--- src/rtl/ptmf_pkg.sv ---
package ptmf_pkg;

  localparam int SAMPLE_W = 10;
  localparam int MEAN_W   = 14;
  localparam int PH_W     = 12;
  localparam int GAIN_W   = 18;
  localparam int OFFSET_W = 10;

  // The gain is Q16 and the mean carries 4 fraction bits, so the product is
  // scaled down by 2^20 with round half up.
  localparam int GAIN_FRAC = 20;

  // Register indexes; register i sits at byte address 4 * i.
  localparam logic REG_GAIN   = 1'b0;
  localparam logic REG_OFFSET = 1'b1;

  localparam logic [SAMPLE_W-1:0] SAMPLE_MAX   = '1;
  localparam logic [GAIN_W-1:0]   GAIN_RESET   = 18'd112000;
  localparam logic [OFFSET_W-1:0] OFFSET_RESET = 10'd25;
  localparam logic [PH_W-1:0]     PH_MAX       = 12'd4095;

  typedef logic [SAMPLE_W-1:0] sample_t;

  typedef struct packed {
    logic [MEAN_W-1:0] trimmed_mean_x16;
    logic [PH_W-1:0]   ph_centi;
  } result_t;

  typedef enum logic [1:0] {
    WALK_IDLE,
    WALK_READ,
    WALK_FOLD,
    WALK_HOLD
  } walk_state_t;

  typedef enum logic [2:0] {
    SCALE_IDLE,
    SCALE_RECIP,
    SCALE_FIX,
    SCALE_GAIN,
    SCALE_OUT
  } scale_state_t;

endpackage

--- src/rtl/ptmf_fifo.sv ---
module ptmf_fifo #(
  parameter int WIDTH = 8,
  parameter int DEPTH = 2
) (
  input  logic             clk,
  input  logic             rst,
  input  logic             push,
  input  logic [WIDTH-1:0] wdata,
  output logic             full,
  input  logic             pop,
  output logic [WIDTH-1:0] rdata,
  output logic             empty
);

  localparam int PTR_W = (DEPTH > 1) ? $clog2(DEPTH) : 1;
  localparam int CNT_W = $clog2(DEPTH + 1);

  logic [WIDTH-1:0] slots [DEPTH];
  logic [PTR_W-1:0] wr_ptr;
  logic [PTR_W-1:0] rd_ptr;
  logic [CNT_W-1:0] count;
  logic             do_push;
  logic             do_pop;

  assign full    = (count == CNT_W'(DEPTH));
  assign empty   = (count == '0);
  assign do_push = push && !full;
  assign do_pop  = pop && !empty;
  assign rdata   = slots[rd_ptr];

  always_ff @(posedge clk) begin
    if (do_push) begin
      slots[wr_ptr] <= wdata;
    end
  end

  always_ff @(posedge clk) begin
    if (rst) begin
      wr_ptr <= '0;
      rd_ptr <= '0;
      count  <= '0;
    end else begin
      if (do_push) begin
        wr_ptr <= (wr_ptr == PTR_W'(DEPTH - 1)) ? '0 : wr_ptr + 1'b1;
      end
      if (do_pop) begin
        rd_ptr <= (rd_ptr == PTR_W'(DEPTH - 1)) ? '0 : rd_ptr + 1'b1;
      end
      if (do_push && !do_pop) begin
        count <= count + 1'b1;
      end else if (do_pop && !do_push) begin
        count <= count - 1'b1;
      end
    end
  end

endmodule

--- src/rtl/ptmf_window.sv ---
module ptmf_window #(
  parameter int WINDOW = 40
) (
  input  logic                                             clk,
  input  logic                                             rst,
  input  ptmf_pkg::sample_t                                sample,
  input  logic                                             sample_valid,
  output logic                                             sample_take,
  output logic                                             stat_valid,
  input  logic                                             stat_ready,
  output logic [ptmf_pkg::SAMPLE_W+$clog2(WINDOW)-1:0]     trimmed_sum
);

  localparam int IDX_W = $clog2(WINDOW);
  localparam int SUM_W = ptmf_pkg::SAMPLE_W + IDX_W;

  ptmf_pkg::sample_t     ring [WINDOW];
  logic [WINDOW-1:0]     filled;
  logic [IDX_W-1:0]      slot;
  logic [IDX_W-1:0]      idx;
  ptmf_pkg::walk_state_t state;
  ptmf_pkg::walk_state_t state_next;
  ptmf_pkg::sample_t     rd_data;
  logic                  rd_filled;
  logic                  rd_pend;
  ptmf_pkg::sample_t     fold_val;
  logic [SUM_W-1:0]      sum;
  ptmf_pkg::sample_t     lo;
  ptmf_pkg::sample_t     hi;

  // Slots never written since reset read as zero.
  assign fold_val    = rd_filled ? rd_data : '0;
  assign trimmed_sum = sum - SUM_W'(lo) - SUM_W'(hi);

  always_comb begin
    state_next  = state;
    sample_take = 1'b0;
    stat_valid  = 1'b0;
    case (state)
      ptmf_pkg::WALK_IDLE: begin
        if (sample_valid) begin
          sample_take = 1'b1;
          state_next  = ptmf_pkg::WALK_READ;
        end
      end
      ptmf_pkg::WALK_READ: begin
        if (idx == IDX_W'(WINDOW - 1)) begin
          state_next = ptmf_pkg::WALK_FOLD;
        end
      end
      ptmf_pkg::WALK_FOLD: begin
        state_next = ptmf_pkg::WALK_HOLD;
      end
      ptmf_pkg::WALK_HOLD: begin
        stat_valid = 1'b1;
        if (stat_ready) begin
          state_next = ptmf_pkg::WALK_IDLE;
        end
      end
      default: begin
        state_next = ptmf_pkg::WALK_IDLE;
      end
    endcase
  end

  always_ff @(posedge clk) begin
    if (sample_take) begin
      ring[slot] <= sample;
    end
    rd_data   <= ring[idx];
    rd_filled <= filled[idx];
  end

  always_ff @(posedge clk) begin
    if (sample_take) begin
      sum <= '0;
      lo  <= ptmf_pkg::SAMPLE_MAX;
      hi  <= '0;
    end else if (rd_pend) begin
      sum <= sum + SUM_W'(fold_val);
      if (fold_val < lo) begin
        lo <= fold_val;
      end
      if (fold_val > hi) begin
        hi <= fold_val;
      end
    end
  end

  always_ff @(posedge clk) begin
    if (rst) begin
      state   <= ptmf_pkg::WALK_IDLE;
      filled  <= '0;
      slot    <= '0;
      idx     <= '0;
      rd_pend <= 1'b0;
    end else begin
      state   <= state_next;
      rd_pend <= (state == ptmf_pkg::WALK_READ);
      if (sample_take) begin
        filled[slot] <= 1'b1;
        slot         <= (slot == IDX_W'(WINDOW - 1)) ? '0 : slot + 1'b1;
        idx          <= '0;
      end else if (state == ptmf_pkg::WALK_READ && idx != IDX_W'(WINDOW - 1)) begin
        idx <= idx + 1'b1;
      end
    end
  end

endmodule

--- src/rtl/ptmf_scale.sv ---
module ptmf_scale #(
  parameter int WINDOW = 40
) (
  input  logic                                         clk,
  input  logic                                         rst,
  input  logic                                         stat_valid,
  output logic                                         stat_ready,
  input  logic [ptmf_pkg::SAMPLE_W+$clog2(WINDOW)-1:0] trimmed_sum,
  input  logic [ptmf_pkg::GAIN_W-1:0]                  gain,
  input  logic signed [ptmf_pkg::OFFSET_W-1:0]         offset,
  output logic                                         res_push,
  input  logic                                         res_full,
  output ptmf_pkg::result_t                            result
);

  localparam int SUM_W   = ptmf_pkg::SAMPLE_W + $clog2(WINDOW);
  localparam int NUM_W   = SUM_W + 4;
  localparam int PROD_W  = 2 * NUM_W;
  localparam int DIVISOR = WINDOW - 2;
  localparam int HALF    = DIVISOR / 2;
  // floor(2^NUM_W / DIVISOR) undershoots the quotient by at most one.
  localparam int RECIP   = (1 << NUM_W) / DIVISOR;
  localparam int GPROD_W = ptmf_pkg::MEAN_W + ptmf_pkg::GAIN_W;
  localparam int P_W     = GPROD_W + 1 - ptmf_pkg::GAIN_FRAC;
  localparam int PHS_W   = P_W + 2;

  ptmf_pkg::scale_state_t state;
  ptmf_pkg::scale_state_t state_next;

  logic [NUM_W-1:0]            num;
  logic [PROD_W-1:0]           prod;
  logic [ptmf_pkg::MEAN_W-1:0] mean;
  logic [GPROD_W-1:0]          gprod;
  logic [NUM_W-1:0]            q0;
  logic [NUM_W-1:0]            rem;
  logic [GPROD_W:0]            rounded;
  logic [P_W-1:0]              p;
  logic signed [PHS_W-1:0]     ph_sum;

  assign q0  = prod[PROD_W-1:NUM_W];
  assign rem = num - NUM_W'(q0 * NUM_W'(DIVISOR));

  assign rounded = {1'b0, gprod} + ((GPROD_W + 1)'(1) << (ptmf_pkg::GAIN_FRAC - 1));
  assign p       = rounded[GPROD_W:ptmf_pkg::GAIN_FRAC];
  assign ph_sum  = $signed({2'b00, p}) + $signed({{(PHS_W - ptmf_pkg::OFFSET_W){offset[
                   ptmf_pkg::OFFSET_W-1]}}, offset});

  always_comb begin
    result.trimmed_mean_x16 = mean;
    if (ph_sum < 0) begin
      result.ph_centi = '0;
    end else if (ph_sum > $signed(PHS_W'(ptmf_pkg::PH_MAX))) begin
      result.ph_centi = ptmf_pkg::PH_MAX;
    end else begin
      result.ph_centi = ph_sum[ptmf_pkg::PH_W-1:0];
    end
  end

  always_comb begin
    state_next = state;
    stat_ready = 1'b0;
    res_push   = 1'b0;
    case (state)
      ptmf_pkg::SCALE_IDLE: begin
        stat_ready = 1'b1;
        if (stat_valid) begin
          state_next = ptmf_pkg::SCALE_RECIP;
        end
      end
      ptmf_pkg::SCALE_RECIP: begin
        state_next = ptmf_pkg::SCALE_FIX;
      end
      ptmf_pkg::SCALE_FIX: begin
        state_next = ptmf_pkg::SCALE_GAIN;
      end
      ptmf_pkg::SCALE_GAIN: begin
        state_next = ptmf_pkg::SCALE_OUT;
      end
      ptmf_pkg::SCALE_OUT: begin
        if (!res_full) begin
          res_push   = 1'b1;
          state_next = ptmf_pkg::SCALE_IDLE;
        end
      end
      default: begin
        state_next = ptmf_pkg::SCALE_IDLE;
      end
    endcase
  end

  always_ff @(posedge clk) begin
    case (state)
      ptmf_pkg::SCALE_IDLE: begin
        num <= {trimmed_sum, 4'b0000} + NUM_W'(HALF);
      end
      ptmf_pkg::SCALE_RECIP: begin
        prod <= PROD_W'(num) * PROD_W'(RECIP);
      end
      ptmf_pkg::SCALE_FIX: begin
        mean <= ptmf_pkg::MEAN_W'(q0 + NUM_W'(rem >= NUM_W'(DIVISOR)));
      end
      ptmf_pkg::SCALE_GAIN: begin
        gprod <= GPROD_W'(mean) * GPROD_W'(gain);
      end
      default: begin
      end
    endcase
  end

  always_ff @(posedge clk) begin
    if (rst) begin
      state <= ptmf_pkg::SCALE_IDLE;
    end else begin
      state <= state_next;
    end
  end

endmodule

--- src/rtl/ph_trimmed_mean_filter.sv ---
// Channel   | Direction | Handshake                     | Payload
// ----------+-----------+-------------------------------+------------------------------
// samples   | in        | push / full                   | adc_sample
// results   | out       | empty / pop                   | trimmed_mean_x16, ph_centi
// registers | in/out    | psel, penable, pwrite, pready | paddr, pwdata, prdata
//
// Each sample passes the window walker in order: it is stored, the sample ring is read
// WINDOW times through its read port, the reads are folded into sum, min and max, and
// the result is handed off once the scaling unit is ready to take it.
// The scaling unit works after the hand-off but overlaps the next walk.
// Reset is synchronous and active high; it empties both queues and marks every
// ring slot as unwritten, so old slots count as zero with no clearing pass.
// Either side may stall: a short queue on each side absorbs the difference.
module ph_trimmed_mean_filter #(
  parameter int WINDOW      = 40,
  parameter int QUEUE_DEPTH = 2
) (
  input  logic                                clk,
  input  logic                                rst,

  input  logic                                psel,
  input  logic                                penable,
  input  logic                                pwrite,
  input  logic [2:0]                          paddr,
  input  logic [31:0]                         pwdata,
  output logic [31:0]                         prdata,
  output logic                                pready,

  input  logic                                push,
  output logic                                full,
  input  logic [ptmf_pkg::SAMPLE_W-1:0]       adc_sample,

  output logic                                empty,
  input  logic                                pop,
  output logic [ptmf_pkg::MEAN_W-1:0]         trimmed_mean_x16,
  output logic [ptmf_pkg::PH_W-1:0]           ph_centi
);

  // Registers sit on 32-bit words; bit 2 of the address picks one and the byte
  // lane bits below it are ignored.

  localparam int SUM_W = ptmf_pkg::SAMPLE_W + $clog2(WINDOW);

  logic [ptmf_pkg::GAIN_W-1:0]          ph_gain_q16;
  logic signed [ptmf_pkg::OFFSET_W-1:0] ph_offset_centi;
  logic                                 cfg_write;

  ptmf_pkg::sample_t  q_sample;
  logic               q_empty;
  logic               sample_take;
  logic               stat_valid;
  logic               stat_ready;
  logic [SUM_W-1:0]   trimmed_sum;
  logic               res_push;
  logic               res_full;
  ptmf_pkg::result_t  res_in;
  ptmf_pkg::result_t  res_out;

  // The register port never waits, so a write completes in its access cycle.
  assign pready    = 1'b1;
  assign cfg_write = psel && penable && pwrite && pready;

  always_comb begin
    case (paddr[2])
      ptmf_pkg::REG_GAIN:   prdata = {{(32 - ptmf_pkg::GAIN_W){1'b0}}, ph_gain_q16};
      ptmf_pkg::REG_OFFSET: prdata = {{(32 - ptmf_pkg::OFFSET_W){1'b0}}, ph_offset_centi};
      default:              prdata = '0;
    endcase
  end

  always_ff @(posedge clk) begin
    if (rst) begin
      ph_gain_q16     <= ptmf_pkg::GAIN_RESET;
      ph_offset_centi <= ptmf_pkg::OFFSET_RESET;
    end else if (cfg_write) begin
      case (paddr[2])
        ptmf_pkg::REG_GAIN:   ph_gain_q16     <= pwdata[ptmf_pkg::GAIN_W-1:0];
        ptmf_pkg::REG_OFFSET: ph_offset_centi <= pwdata[ptmf_pkg::OFFSET_W-1:0];
        default: begin
        end
      endcase
    end
  end

  // Front: incoming sample transfers land in a short queue.
  ptmf_fifo #(
    .WIDTH (ptmf_pkg::SAMPLE_W),
    .DEPTH (QUEUE_DEPTH)
  ) u_in_q (
    .clk   (clk),
    .rst   (rst),
    .push  (push),
    .wdata (adc_sample),
    .full  (full),
    .pop   (sample_take),
    .rdata (q_sample),
    .empty (q_empty)
  );

  // Back, first half: store the sample, then walk the ring for sum, min and max.
  ptmf_window #(
    .WINDOW (WINDOW)
  ) u_window (
    .clk          (clk),
    .rst          (rst),
    .sample       (q_sample),
    .sample_valid (!q_empty),
    .sample_take  (sample_take),
    .stat_valid   (stat_valid),
    .stat_ready   (stat_ready),
    .trimmed_sum  (trimmed_sum)
  );

  // Back, second half: divide by WINDOW-2 via reciprocal, apply gain and offset, and clamp.
  ptmf_scale #(
    .WINDOW (WINDOW)
  ) u_scale (
    .clk         (clk),
    .rst         (rst),
    .stat_valid  (stat_valid),
    .stat_ready  (stat_ready),
    .trimmed_sum (trimmed_sum),
    .gain        (ph_gain_q16),
    .offset      (ph_offset_centi),
    .res_push    (res_push),
    .res_full    (res_full),
    .result      (res_in)
  );

  // Finished results wait here until the consumer takes the transfer.
  ptmf_fifo #(
    .WIDTH ($bits(ptmf_pkg::result_t)),
    .DEPTH (QUEUE_DEPTH)
  ) u_out_q (
    .clk   (clk),
    .rst   (rst),
    .push  (res_push),
    .wdata (res_in),
    .full  (res_full),
    .pop   (pop),
    .rdata (res_out),
    .empty (empty)
  );

  assign trimmed_mean_x16 = res_out.trimmed_mean_x16;
  assign ph_centi         = res_out.ph_centi;

endmodule
--- config.mk ---
export PLATFORM = sky130hd
export DESIGN_NAME = ph_trimmed_mean_filter
export DESIGN_NICKNAME = d
export VERILOG_FILES = /design/src/rtl/ptmf_pkg.sv /design/src/rtl/ptmf_fifo.sv /design/src/rtl/ptmf_window.sv /design/src/rtl/ptmf_scale.sv /design/src/rtl/ph_trimmed_mean_filter.sv
export SDC_FILE = /design/constraint.sdc
export NUM_CORES = 2
export LEC_CHECK = 0
export BUFFER_PORTS_ARGS = -buffer_cell sky130_fd_sc_hd__buf_2
export CELL_PAD_IN_SITES_DETAIL_PLACEMENT = 0
export CELL_PAD_IN_SITES_GLOBAL_PLACEMENT = 2
export CORE_ASPECT_RATIO = 1.25
export CORE_UTILIZATION = 40
export DETAILED_ROUTE_END_ITERATION = 10
export GPL_ROUTABILITY_DRIVEN = 1
export PLACE_DENSITY_LB_ADDON = 0.1
export SYNTH_ARGS = -nofsm -noshare
export SYNTH_HDL_FRONTEND = slang
export SYNTH_HIERARCHICAL = 1
export SYNTH_SLANG_ARGS = --single-unit
export TNS_END_PERCENT = 50
--- constraint.sdc ---
create_clock -name clk -period 10.8 [get_ports clk]
set_input_delay 2.16 -clock clk [delete_from_list [all_inputs] [get_ports clk]]
set_output_delay 2.16 -clock clk [all_outputs]
set_load 0.01 [all_outputs]
======== Word level (Yosys, flattened, before mapping) ========
Memory sizes are Yosys's and may differ from the RTL's. A register that Yosys moved wholly into a read port is not among the register bits.
Index checks and enable logic that the tools add are counted.
Widths: inputs -> output; s select.
storage, ports and cells
  flip-flop bits (word level) ............. 231
  RAM bits ................................ 472
  input bits .............................. 52
  output and inout bits ................... 61
  logic and storage cells ................. 146
  memories ................................ 3
memory list
  memory         words  bits a word  read ports  clocked after memory_dff  wr ports  line               text
  u_window.ring  40     10           1           1                         1         ptmf_window.sv:17  ptmf_pkg::sample_t ring [WINDOW];
  u_out_q.slots  2      26           1           1                         1         ptmf_fifo.sv:18    logic [WIDTH-1:0] slots [DEPTH];
  u_in_q.slots   2      10           1           1                         1         ptmf_fifo.sv:18
cells by class
  add/sub/neg operators ................... 18
  $mul .................................... 3
  $lt $le $gt $ge ......................... 8
  eq/ne operators ......................... 17
  multiplexer cells ....................... 40
  bitwise gates (word level) .............. 2
  reductions and logical operators ........ 33
operators with widths
  kind                    number
  $pmux 32 s2             1
  $or 40x40->40           1
  $mul 20x14->34 const B  1
  $add 32x20->33 const B  1
  $mul 14x18->32          1
  $sub 16x10->16          2
  $mux 12                 2
  $mux 1                  22
  $add 20x5->20 const B   1
  $ge 20x6->1 const B     1
  $sub 20x20->20          1
  $mul 15x5->19 const B   1
  $add 16x10->16          1
  $add 14x10->15          1
  $gt 15x13->1 const B    1
  $lt 15x1->1 const B     1
  $pmux 3 s5              1
  $add 14x1->14           1
  $lt 6x7->1 const B      2
  $mux 2                  7
  $add 6x1->6 const B     2
  $eq 6x6->1 const B      2
  $logic_and 1x1->1       12
  $gt 10x10->1            1
  other kinds (27)        54

======== Logic depth before layout (Yosys ltp) ========
  depth after elaboration ................. 8
  gate-level depth with buffers ........... 27
  mapped depth without buffers ............ 27

======== Hierarchy ========
The synthesis kept the hierarchy.
modules (own cells, without submodules)
  module                  instances  cells an instance  area each (sq um)  seq. area each (sq um)
  ptmf_window             1          1431               21548.2            14053.5
  ptmf_scale              1          1784               16956.3            1801.7
  ptmf_fifo at u_out_q    1          106                2092.0             1661.6
  ph_trimmed_mean_filter  1          156                1486.4             560.5
  ptmf_fifo at u_in_q     1          56                 935.9              700.7

======== Least setup slack after synthesis ========
OpenSTA, ideal clock, no wires.
  path type ............................... register -> register
  start point ............................. reg u_scale/mean[13] (netlist name)
  end point ............................... reg u_scale.gprod[31], data pin
  setup time .............................. 0.260 ns
  data arrival time ....................... 5.891 ns
  required time ........................... 10.540 ns
  slack ................................... 4.649 ns
  cell stages (with the launch flop) ...... 22
  path buffers ............................ 2
  period minus slack after synthesis ...... 6.151 ns
  cell sequence ........................... edfxtp_1 -> clkbuf_1 -> clkbuf_1 -> nand2_1 -> fa_1 -> fa_1 -> inv_1 -> fa_1 -> inv_1 -> fa_1 -> inv_1 -> fa_1 -> fa_1 -> ha_1 -> and4_1 -> a221oi_1 -> nand3_1 -> a211oi_1 -> o31ai_1 -> o21a_1 -> nor2_1 -> xnor2_1
on the way
  longest elaborated chain between the ends .. 1
RTL lines
  what                    line               text
  start, declared         ptmf_scale.sv:32   logic [ptmf_pkg::MEAN_W-1:0] mean;
  start signal, assigned  ptmf_scale.sv:100  mean <= ptmf_pkg::MEAN_W'(q0 + NUM_W'(rem >= NUM_W'(DIVISOR)));
  $mul 14x18->32          ptmf_scale.sv:103  gprod <= GPROD_W'(mean) * GPROD_W'(gain);
  end signal, assigned    ptmf_scale.sv:103
  end, declared           ptmf_scale.sv:33   logic [GPROD_W-1:0] gprod;
Every way passes these cells.
A chain may end at the register's enable or synchronous reset.

======== Final worst setup path ========
  start point ............................. reg u_scale/mean[3] (netlist name)
  end point ............................... reg u_scale.gprod[31], data pin
Same word-level chain as after synthesis.

==> impl_metrics.env <==
export IMPL_outcome="completed"
export IMPL_vias_per_cell=5.15
export IMPL_synthCells=3533
export IMPL_endpoint_kind="flop"
export IMPL_dp_hpwl_um=74600
export IMPL_r2r_start="u_scale/mean[3]"
export IMPL_drt_wirelength_per_cell_um=20.5
export IMPL_fmax_mhz=141
export IMPL_hold_path_class="reg2reg"
export IMPL_fp_dieArea_um2=109000
export IMPL_drc=0
export IMPL_dr_pass1_iters=5
export IMPL_synth_area_per_cell_um2=12.2
export IMPL_path_max_fanout=20
export IMPL_synth_cell_types=89
export IMPL_worstPathArrival_ns=7.48
export IMPL_async_flop_share_pct=0
export IMPL_yosysWarningCount=6
export IMPL_grt_first_pass_wirelength_um=163000
export IMPL_cts_setup_buffers=0
export IMPL_yosys_area_top_type="edfxtp_1"
export IMPL_synth_edf_count=530
export IMPL_postCtsHoldBufs=0
export IMPL_track_usage_pct=19.7
export IMPL_core_um2=107000
export IMPL_max_slew_margin_rel_pct=16.7
export IMPL_finalCritPeriodShare_pct=65.5
export IMPL_synth_seq_cells=673
export IMPL_hp_start="u_window/hi[6]"
export IMPL_insertion_delay_ns=0.68
export IMPL_htreeDepth=3
export IMPL_synth_most_common_cell="edfxtp_1"
export IMPL_initial_core_util_pct=40.3
export IMPL_finalSetupViolCount=0
export IMPL_tightest_slew_ns=1.24
export IMPL_drtIter0Drc=1316
export IMPL_routed_wl_um=104000
export IMPL_cp_required_ns=11.21
export IMPL_setup_tns_final_ns=0
export IMPL_ys_top_cells_by_count="edfxtp_1, inv_1, ha_1"
export IMPL_syn_area_um2=43000
export IMPL_clock_sinks=673
export IMPL_die_h_um=369
export IMPL_cts_resized=0
export IMPL_nFillCells=9975
export IMPL_antenna_cells=0
export IMPL_die_w_um=295
export IMPL_vias=26300
export IMPL_crit_path_start="u_scale/mean[3]"
export IMPL_cts_made_buffers=74
export IMPL_antenna_left=0
export IMPL_period_needed_ns=7.07
export IMPL_grt_max_degree=62
export IMPL_drive_above_1_share_pct=11.1
export IMPL_antenna_found_initial=0
export IMPL_fin_nets=4289
export IMPL_fin_skew_ns=0.0423
export IMPL_critPathLaunchType="flop"
export IMPL_area_growth_pct=10.3
export IMPL_yosys_area_top_type_share_pct=37.0
export IMPL_synth_area_leaders="edfxtp_1, fa_1, ha_1"
export IMPL_rows=134
export IMPL_finalMaxSlewViolations=0
export IMPL_rsz0062_at_grt="no"
export IMPL_ios=113
export IMPL_cts_buffer_depth=3
export IMPL_grt_pass1_vias=28200
export IMPL_root_buffer="clkbuf_16"
export IMPL_cts_tree="yes"
export IMPL_path_clk_slew_ns=0.06
export IMPL_max_cap_violations=0
export IMPL_synth_flop_cell="edfxtp_1"
export IMPL_hold_viol_final=0
export IMPL_place_congestion=0.794
export IMPL_grt_overflow=0
export IMPL_criticalPathCategory="reg2reg"
export IMPL_port_buffers=81
export IMPL_seq_area_frac_synth_pct=43.7
[stage by stage]
stage	worst slack (ns)	hold WS (ns)	util, %	cells	area (um^2)
floorplan	4.65	0.428	-	3546	43100
global placement	3.70	0.441	42.1	4959	44900
detailed placement	3.69	0.449	42.1	4959	44900
CTS	3.67	0.460	44.5	5096	47400
global route	3.24	0.484	44.5	5096	47400
finish	3.73	0.459	44.5	5096	47400
[metal layers]
metal | global-route usage, % | up-vias | part of all wire [%]
met2 | 36.8 | 416 | 54
met3 | 2.08 | 140 | 3.1
met4 | 6.25 | 0 | 2.6
met1 | 23.3 | 13300 | 40
li1 | - | 12400 | -
met5 | 0 | - | 0
[cell usage in the layout, fill, tap and decap left out, types with 80 or more instances in the layout]
| cell type | n |
|---|---|
| edfxtp_1 | 530 |
| inv_1 | 418 |
| ha_1 | 330 |
| fa_1 | 300 |
| nand2_1 | 254 |
| nor2_1 | 237 |
| mux2i_1 | 153 |
| dfxtp_1 | 140 |
| a21oi_1 | 121 |
| and2_1 | 113 |
| buf_2 | 80 |
[sequential cells by signal (all words and copies together), names as in the netlist, 2 cells and up, named ones only]
signal            count
u_window/filled      40
u_window/sum         16
u_window/hi          10
u_out_q/slots        52
u_scale/mean         14
u_window/slot         6
u_in_q/count          2
u_window/lo          10
u_scale/prod         15
ph_offset_centi      10
u_in_q/slots         20
u_out_q/count         2
u_window/ring       400
u_scale/state         3
u_window/idx          6
u_scale/gprod        13
u_scale/num          16
u_window/state        2
u_window/rd_data     10
ph_gain_q16          18
[cell families (layout without fill, tap and decap cells)]
kind of cell,after synthesis,in the layout,synth area share [%]
adders and majority gates,630,630,23.6
buffers and inverters,569,691,5.55
xor gates and xnor gates,134,134,2.76
AOI/OAI and AO/OA,395,395,6.15
other,2,15,0.0175
muxes,287,287,9.03
DFF,673,673,43.7
and+or+nand+nor,843,843,9.29
[layout make-up]
class,count,area (um^2),area share (%)
Clock inverter,52,614,1.29
Sequential cell,673,18800,39.6
Timing Repair Buffer,133,798,1.68
Clock buffer,85,1940,4.10
Inverter,421,1580,3.33
Tap cell,1428,1790,3.77
Multi-Input combinational cell,2304,21900,46.2
[path summary, 6_finish.rpt]
check / to / slack (ns) / cells past startpoint
worst min register to register: u_window/hi[6] / 0.46 / 2
worst max-delay path: u_scale/gprod[31] / 3.73 / 20
worst min-delay path: u_window/hi[6] / 0.46 / 2
worst max register to register: u_scale/gprod[31] / 3.73 / 20
[worst max-delay path: stages (launching register included)]
cell and delay (ns):
edfxtp_1 0.99, nand2_1 0.20, fa_1 0.56, inv_1 0.05
fa_1 0.50, fa_1 0.52, inv_1 0.05, fa_1 0.46
fa_1 0.57, inv_1 0.07, fa_1 0.48, ha_1 0.32
a21oi_1 0.12, o21ai_0 0.11, a221oi_1 0.46, nand3_1 0.29
a211oi_1 0.44, o31ai_1 0.22, o21a_1 0.22, nor2_1 0.11
xnor2_1 0.07
Power is left out: the tool's default activity adds up to more than one toggle a clock period on the data nets, which glitch-free logic cannot reach.
